==> config.mk <==
export PLATFORM = sky130hd
export DESIGN_NAME = wlss_cell
export DESIGN_NICKNAME = d
export VERILOG_FILES = /design/src/hdl/wlss_pkg.sv /design/src/hdl/wlss_cell.sv
export SDC_FILE = /design/constraint.sdc
export NUM_CORES = 1
export LEC_CHECK = 0
export ABC_AREA = 1
export BUFFER_PORTS_ARGS = -buffer_cell sky130_fd_sc_hd__buf_2
export CELL_PAD_IN_SITES_DETAIL_PLACEMENT = 0
export CELL_PAD_IN_SITES_GLOBAL_PLACEMENT = 1
export CORE_UTILIZATION = 38
export CTS_BUF_LIST = sky130_fd_sc_hd__clkbuf_8
export DETAILED_ROUTE_END_ITERATION = 6
export PLACE_DENSITY = 0.78
export SLEW_MARGIN = 0
export SYNTH_ARGS = -nofsm -noshare
export SYNTH_HDL_FRONTEND = slang
export SYNTH_SLANG_ARGS = --single-unit
==> constraint.sdc <==
create_clock -name clock -period 1.8 [get_ports clock]
set_input_delay 0.36 -clock clock [delete_from_list [all_inputs] [get_ports clock]]
set_output_delay 0.36 -clock clock [all_outputs]
set_load 0.05 [all_outputs]
==> src/hdl/wlss_pkg.sv <==
// Shared types and constants for the window largest segment select unit.
// Used by wlss_cell and window_largest_segment_select_unit; no dependencies.
`default_nettype none

package wlss_pkg;

   // Width of a per-label pixel count and the largest value that field holds
   localparam int CNT_W         = 11;
   localparam int CNT_FIELD_MAX = 2047;

   // Control part of the search token that walks the cell chain
   typedef struct packed {
      logic valid;   // token present in this stage
      logic done;    // a cell has matched or claimed the label
      logic fresh;   // the label was appended as a new entry
   } tok_ctrl_type;

   // Top level sequencer states
   typedef enum logic [0:0] {
      ST_IDLE,
      ST_WALK
   } state_type;

endpackage

`default_nettype wire

==> src/hdl/wlss_cell.sv <==
// One cell of the label chain: holds one table entry (label and count).
// Depends on wlss_pkg for the token control struct and the count width.
`default_nettype none

module wlss_cell #(
   parameter int LABEL_BITS = 16,
   parameter int IDX_W      = 6,
   parameter int FILL_W     = 7,
   parameter int CELL_INDEX = 0,
   parameter int COUNT_CAP  = 1024
) (
   input  wire logic                       clock,
   input  wire logic                       reset,
   input  wire logic [FILL_W-1:0]          fill_count,
   input  wire wlss_pkg::tok_ctrl_type     tok_ctrl_in,
   input  wire logic [LABEL_BITS-1:0]      tok_label_in,
   input  wire logic [wlss_pkg::CNT_W-1:0] tok_count_in,
   input  wire logic [IDX_W-1:0]           tok_index_in,
   output wire wlss_pkg::tok_ctrl_type     tok_ctrl_out,
   output wire logic [LABEL_BITS-1:0]      tok_label_out,
   output wire logic [wlss_pkg::CNT_W-1:0] tok_count_out,
   output wire logic [IDX_W-1:0]           tok_index_out
);

   localparam logic [FILL_W-1:0]          MyIndex = FILL_W'(CELL_INDEX);
   localparam logic [IDX_W-1:0]           MyIdx   = IDX_W'(CELL_INDEX);
   localparam logic [wlss_pkg::CNT_W-1:0] CapVal  = wlss_pkg::CNT_W'(COUNT_CAP);

   logic [LABEL_BITS-1:0]      label_ff, label_in;
   logic [wlss_pkg::CNT_W-1:0] count_ff, count_in;
   wlss_pkg::tok_ctrl_type     ctrl_ff, ctrl_in;
   logic [LABEL_BITS-1:0]      tlabel_ff;
   logic [wlss_pkg::CNT_W-1:0] tcount_ff, tcount_in;
   logic [IDX_W-1:0]           tindex_ff, tindex_in;

   logic occupied;
   logic searching;
   logic match;
   logic claim;

   // Entry is live when it lies below the fill count
   assign occupied  = (MyIndex < fill_count);
   assign searching = tok_ctrl_in.valid && !tok_ctrl_in.done;
   assign match     = searching && occupied && (label_ff == tok_label_in);
   assign claim     = searching && !occupied;

   // Update the entry and stamp the token when it stops here
   always_comb begin
      label_in  = label_ff;
      count_in  = count_ff;
      ctrl_in   = tok_ctrl_in;
      tcount_in = tok_count_in;
      tindex_in = tok_index_in;
      if (match) begin
         if (count_ff < CapVal) begin
            count_in = count_ff + wlss_pkg::CNT_W'(1);
         end
         ctrl_in.done = 1'b1;
         tcount_in    = (count_ff < CapVal) ? count_ff + wlss_pkg::CNT_W'(1) : count_ff;
         tindex_in    = MyIdx;
      end else if (claim) begin
         label_in      = tok_label_in;
         count_in      = wlss_pkg::CNT_W'(1);
         ctrl_in.done  = 1'b1;
         ctrl_in.fresh = 1'b1;
         tcount_in     = wlss_pkg::CNT_W'(1);
         tindex_in     = MyIdx;
      end
   end

   // Hold the entry; write only on match or claim
   always_ff @(posedge clock) begin
      if (match || claim) begin
         label_ff <= label_in;
         count_ff <= count_in;
      end
   end

   // Advance the token to the next cell
   always_ff @(posedge clock) begin
      if (reset) begin
         ctrl_ff <= '0;
      end else begin
         ctrl_ff <= ctrl_in;
      end
   end

   always_ff @(posedge clock) begin
      tlabel_ff <= tok_label_in;
      tcount_ff <= tcount_in;
      tindex_ff <= tindex_in;
   end

   assign tok_ctrl_out  = ctrl_ff;
   assign tok_label_out = tlabel_ff;
   assign tok_count_out = tcount_ff;
   assign tok_index_out = tindex_ff;

endmodule

`default_nettype wire

After elaboration in Yosys (flattened, before gate mapping)

Cells that the tools add are included.

Equal/unequal tests: 1
$lt $le $gt $ge: 2
Add/subtract/negate cells: 1
Reduce and logical (&&, ||, !) cells: 11
Multiplexer cells: 8
Bitwise operators: 1

Operator list:

| kind                                                                | number |
|---|---|
| 11-bit 2-to-1 mux                                                   | 5 |
| 16-bit == test                                                      | 1 |
| 11-bit by 1-bit adder with 11-bit output, second input constant     | 1 |
| 11-bit < comparator, second input constant                          | 1 |
| 1-bit by 7-bit < comparator with 1-bit output, first input constant | 1 |
| 1-bit logical AND                                                   | 4 |
| 3-bit AND reduction                                                 | 1 |
| 1-bit zero test                                                     | 2 |
| 1-bit 2-to-1 mux                                                    | 2 |
| 2-bit 2-to-1 mux                                                    | 1 |
| 2-bit AND reduction                                                 | 1 |
| 2-bit nonzero test                                                  | 1 |
| 2-bit OR reduction                                                  | 1 |
| 1-bit logical OR                                                    | 1 |
| 1-bit NOT                                                           | 1 |

Flip-flop bits (word level): 63
Output and inout port bits: 36
Word-level logic and storage cells: 32
Input bits: 45

Depth between registers and ports, before layout

Depth in word-level cells: 6
Gate-level depth with buffers: 11
Depth with buffers taken out: 10

Worst setup path after synthesis

OpenSTA, ideal clock, no wires.

Kind: register to register
Start: register count_ff[0] in the netlist's numbering
End: register count_ff[2] in the netlist's numbering (data pin)
Data required time: 1.547 ns
Stages on the path, launching flop included: 9
Setup slack: 0.265 ns
Buffers on the path: 0
Arrival: 1.283 ns
Clock period less this slack: 1.535 ns
Setup time: 0.253 ns
Path through: edfxtp_1 > ha_1 > inv_1 > nor2_1 > or2_2 > nand2_1 > inv_1 > nand4_1 > inv_1

Word-level cells in the longest chain between the ends: 3
Elaborated cells between the ends (all ways): 4
Classes of those cells: add/sub: 1; order compare: 1; mux: 2

RTL lines:

| what                                                                                   | RTL line        | text |
|---|---|---|
| start: declaration                                                                     | wlss_cell.sv:30 | `logic [wlss_pkg::CNT_W-1:0] count_ff, count_in;` |
| start signal: assignment                                                               | wlss_cell.sv:75 | `count_ff <= count_in;` |
| 11-bit by 1-bit adder with 11-bit output / 11-bit < comparator (equally long branches) | --              |  |
| 11-bit 2-to-1 mux (*)                                                                  | wlss_cell.sv:55 | `if (count_ff < CapVal) begin` |
| 11-bit 2-to-1 mux (*)                                                                  | wlss_cell.sv:54 | `if (match) begin` |

Every way passes the cells marked *; elsewhere a longest branch is shown, timed or not.
A chain may end at the register's enable or synchronous reset.

Final worst setup path

Start: register label_ff[0]
End: register tindex_ff[1], in the netlist tok_index_out[1]

Word-level cells in the longest chain between the ends: 3

RTL lines:

| what                                | RTL line        | text |
|---|---|---|
| start: declaration                  | wlss_cell.sv:29 | `logic [LABEL_BITS-1:0] label_ff, label_in;` |
| start signal: assignment            | wlss_cell.sv:74 | `label_ff <= label_in;` |
| 16-bit == test                      | wlss_cell.sv:44 | `assign match = searching && occupied && (label_ff == tok_label_in);` |
| 1-bit logical AND                   | wlss_cell.sv:44 |  |
| 2-bit OR reduction (no source line) | --              |  |
| end signal: assignment              | wlss_cell.sv:91 | `tindex_ff <= tindex_in;` |
| end: declaration                    | wlss_cell.sv:34 | `logic [IDX_W-1:0] tindex_ff, tindex_in;` |

No other way between the ends.

==> impl_metrics.tcl <==
set metrics [dict create \
    grt_setup_unrepaired "no" \
    via_per_inst 4.35 \
    cts_sinks 63 \
    power.density_nw_per_um2 850 \
    ys_ff_latch 63 \
    diodes 0 \
    numCtsBuffers 9 \
    startpoint_type "flip-flop" \
    vias 2547 \
    grt_pass1_vias 2391 \
    crit_type "flip-flop to flip-flop" \
    synthCells 381 \
    firstDrtPassIters 4 \
    finalMaxSlewViolations 0 \
    vdd_ir_drop_max_v 0.000504 \
    syn_area_per_cell_um2 7.60 \
    layout_commonest_cell "nand2_1" \
    cts-root-buf "clkbuf_8" \
    synth-edff-count 27 \
    crit_path_top_delay_cell "edfxtp_1" \
    relSlewSlack 0.790 \
    htree_levels 3 \
    cts_resized 0 \
    synthDistinctLibCells 24 \
    antenna_found_initial 0 \
    dr.first_iter.drc_count 94 \
    syn_nets 427 \
    dp.final_hpwl_um 5110 \
    grt_pass1_wl_um 10700 \
    worstPathArrival_ps 1830 \
    grt_max_degree 18 \
    hold_buffers 0 \
    ys.warnings.count 0 \
    hold_path_class "primary input to flip-flop" \
    period_needed_ps 1590 \
    final_cell_area_um2 3690 \
    synth_seq_area_share 0.529 \
    drive_gt1_frac 0.249 \
    fmax_mhz 629 \
    finClkSkew_ps 10.3 \
    routedWlPerCell_um 11.2 \
    clock_latency_ps 340 \
    cpMostUsedCell "nand2_1" \
    synth_top_flop_cell "dfxtp_1" \
    hold_viol_final 0 \
    drt-total-wl_um 6530 \
    cts_setup_buffers 0 \
    ant_nets 0 \
    top_level_ports 81 \
    max-cap-violations 0 \
    core_area_um2 7290 \
    netlist.area_leader.share 0.280 \
    area_growth_pct 27.6 \
    post-route-period-util 0.883 \
    std_cell_rows 31 \
    async_flop_share 0 \
    io_buffers 80 \
    drc 0 \
    fin_tns_setup_ps 0 \
    syn_area_um2 2890 \
    status "completed" \
    cts.clk_slew.worst_paths_ps 70 \
    synth_top_cell_by_area "edfxtp_1" \
    crit_chain "nand2_1 -> nand2_1 -> nor2_1 -> nand2_1 -> nor2_2 -> nand3_4 -> nand2_4 -> buf_4 -> nor2_1" \
    dpl_cell_area_um2 3490 \
    die_height_um 89.3 \
    path_max_fanout 12 \
    worst_slew_pin_slew_ps 314 \
    die_x_um 89.3 \
    worst_path_largest_cell_delay_ps 390 \
    track_usage 0.182 \
    endpoint_kind "flip-flop" \
    grt-ovfl-total 0 \
    clockBufferDepth 2 \
    leakage_uw 0.00202 \
    report.final.setup_viol 0 \
    dieArea_um2 7970 \
    cts_tree "done" \
    fin_nets 527 \
    fillers 767 \
    gp_congestion 0.782 \
    worstPathRequired_ps 2040 \
    final_cell_mix "nand2_1, buf_2, inv_1" \
    ys_top_cells_by_area "edfxtp_1, dfxtp_1, nand2_1" \
    start_util 0.397 \
]
[cells by family (layout without fill, tap and decap cells)]
logic type | after synthesis | after routing | share of synthesized area
flip-flops | 63 | 63 | 0.529
AND/OR/NAND/NOR | 225 | 225 | 0.332
XOR/XNOR | 3 | 3 | 0.00908
buffers and inverters | 80 | 185 | 0.109
adder cells (fa/ha/maj) | 1 | 1 | 0.00432
AO/OA/AOI/OAI | 9 | 9 | 0.0164
[synth_stat cells (2+ instances only)]
master,number
a21oi_1,5
buf_6,2
dfxtp_1,36
edfxtp_1,27
inv_1,77
nand2_1,128
nand2_2,2
nand3_1,5
nand4_1,17
nor2_1,59
nor2_2,5
nor3_2,2
o21ai_0,3
or2_2,2
xor2_1,2
[critical path, delay by kind of cell (launching register included)]
kind | cells | cell delay [ps]
buffers and inverters | 1 | 170
and+or+nand+nor | 8 | 940
DFF | 1 | 390
[path summary, 6_finish.rpt]
check / startpoint / endpoint / slack, ps / cells past startpoint
max: label_ff[0]$_DFFE_PP_ / tok_index_out[1]$_SDFF_PP0_ / 210 / 9
min reg2reg: count_ff[9]$_SDFFCE_PN0P_ / tok_count_out[9]$_DFF_P_ / 640 / 4
min: tok_label_in[9] / tok_label_out[9]$_DFF_P_ / 150 / 1
max reg2reg: label_ff[0]$_DFFE_PP_ / tok_index_out[1]$_SDFF_PP0_ / 210 / 9
[per-layer routing]
metal | GRT usage | vias to the layer above | routed length [µm]
met5 | 0 | - | 0
met4 | 0.102 | 0 | 160
met3 | 0.0434 | 13 | 355
met2 | 0.268 | 83 | 2690
met1 | 0.247 | 1095 | 3320
li1 | - | 1356 | -
[layout make-up]
| type | count | area (µm²) | share of cell area |
|---|---|---|---|
| flip-flops and latches | 63 | 1530 | 0.415 |
| multi-input cells | 238 | 1050 | 0.284 |
| repair buffers | 91 | 495 | 0.134 |
| inverters | 78 | 293 | 0.0793 |
| clock buffers | 11 | 151 | 0.0410 |
| well taps | 99 | 124 | 0.0335 |
| clock inverters | 5 | 48.8 | 0.0132 |
[sequential cells by signal, indices dropped and copies added, names as in the netlist]
signal	flops
count_ff	11
tok_ctrl_out	3
tok_count_out	11
tok_label_out	16
tok_index_out	6
label_ff	16
[power by group]
group	internal, µW	switching [µW]
Clock	704	533
Combinational	104	261
Sequential	1530	10.7
[through the flow]
stage	power [µW]	cells	setup slack, ps	util	hold WS (ps)
floorplan	1810	381	265	-	388
global placement	1930	569	123	0.479	500
detailed placement	1940	569	77.7	0.479	507
CTS	3180	585	132	0.506	138
global route	3280	585	43.6	0.507	138
finish	3140	585	211	0.507	150
(Power assumes the default switching activity.)
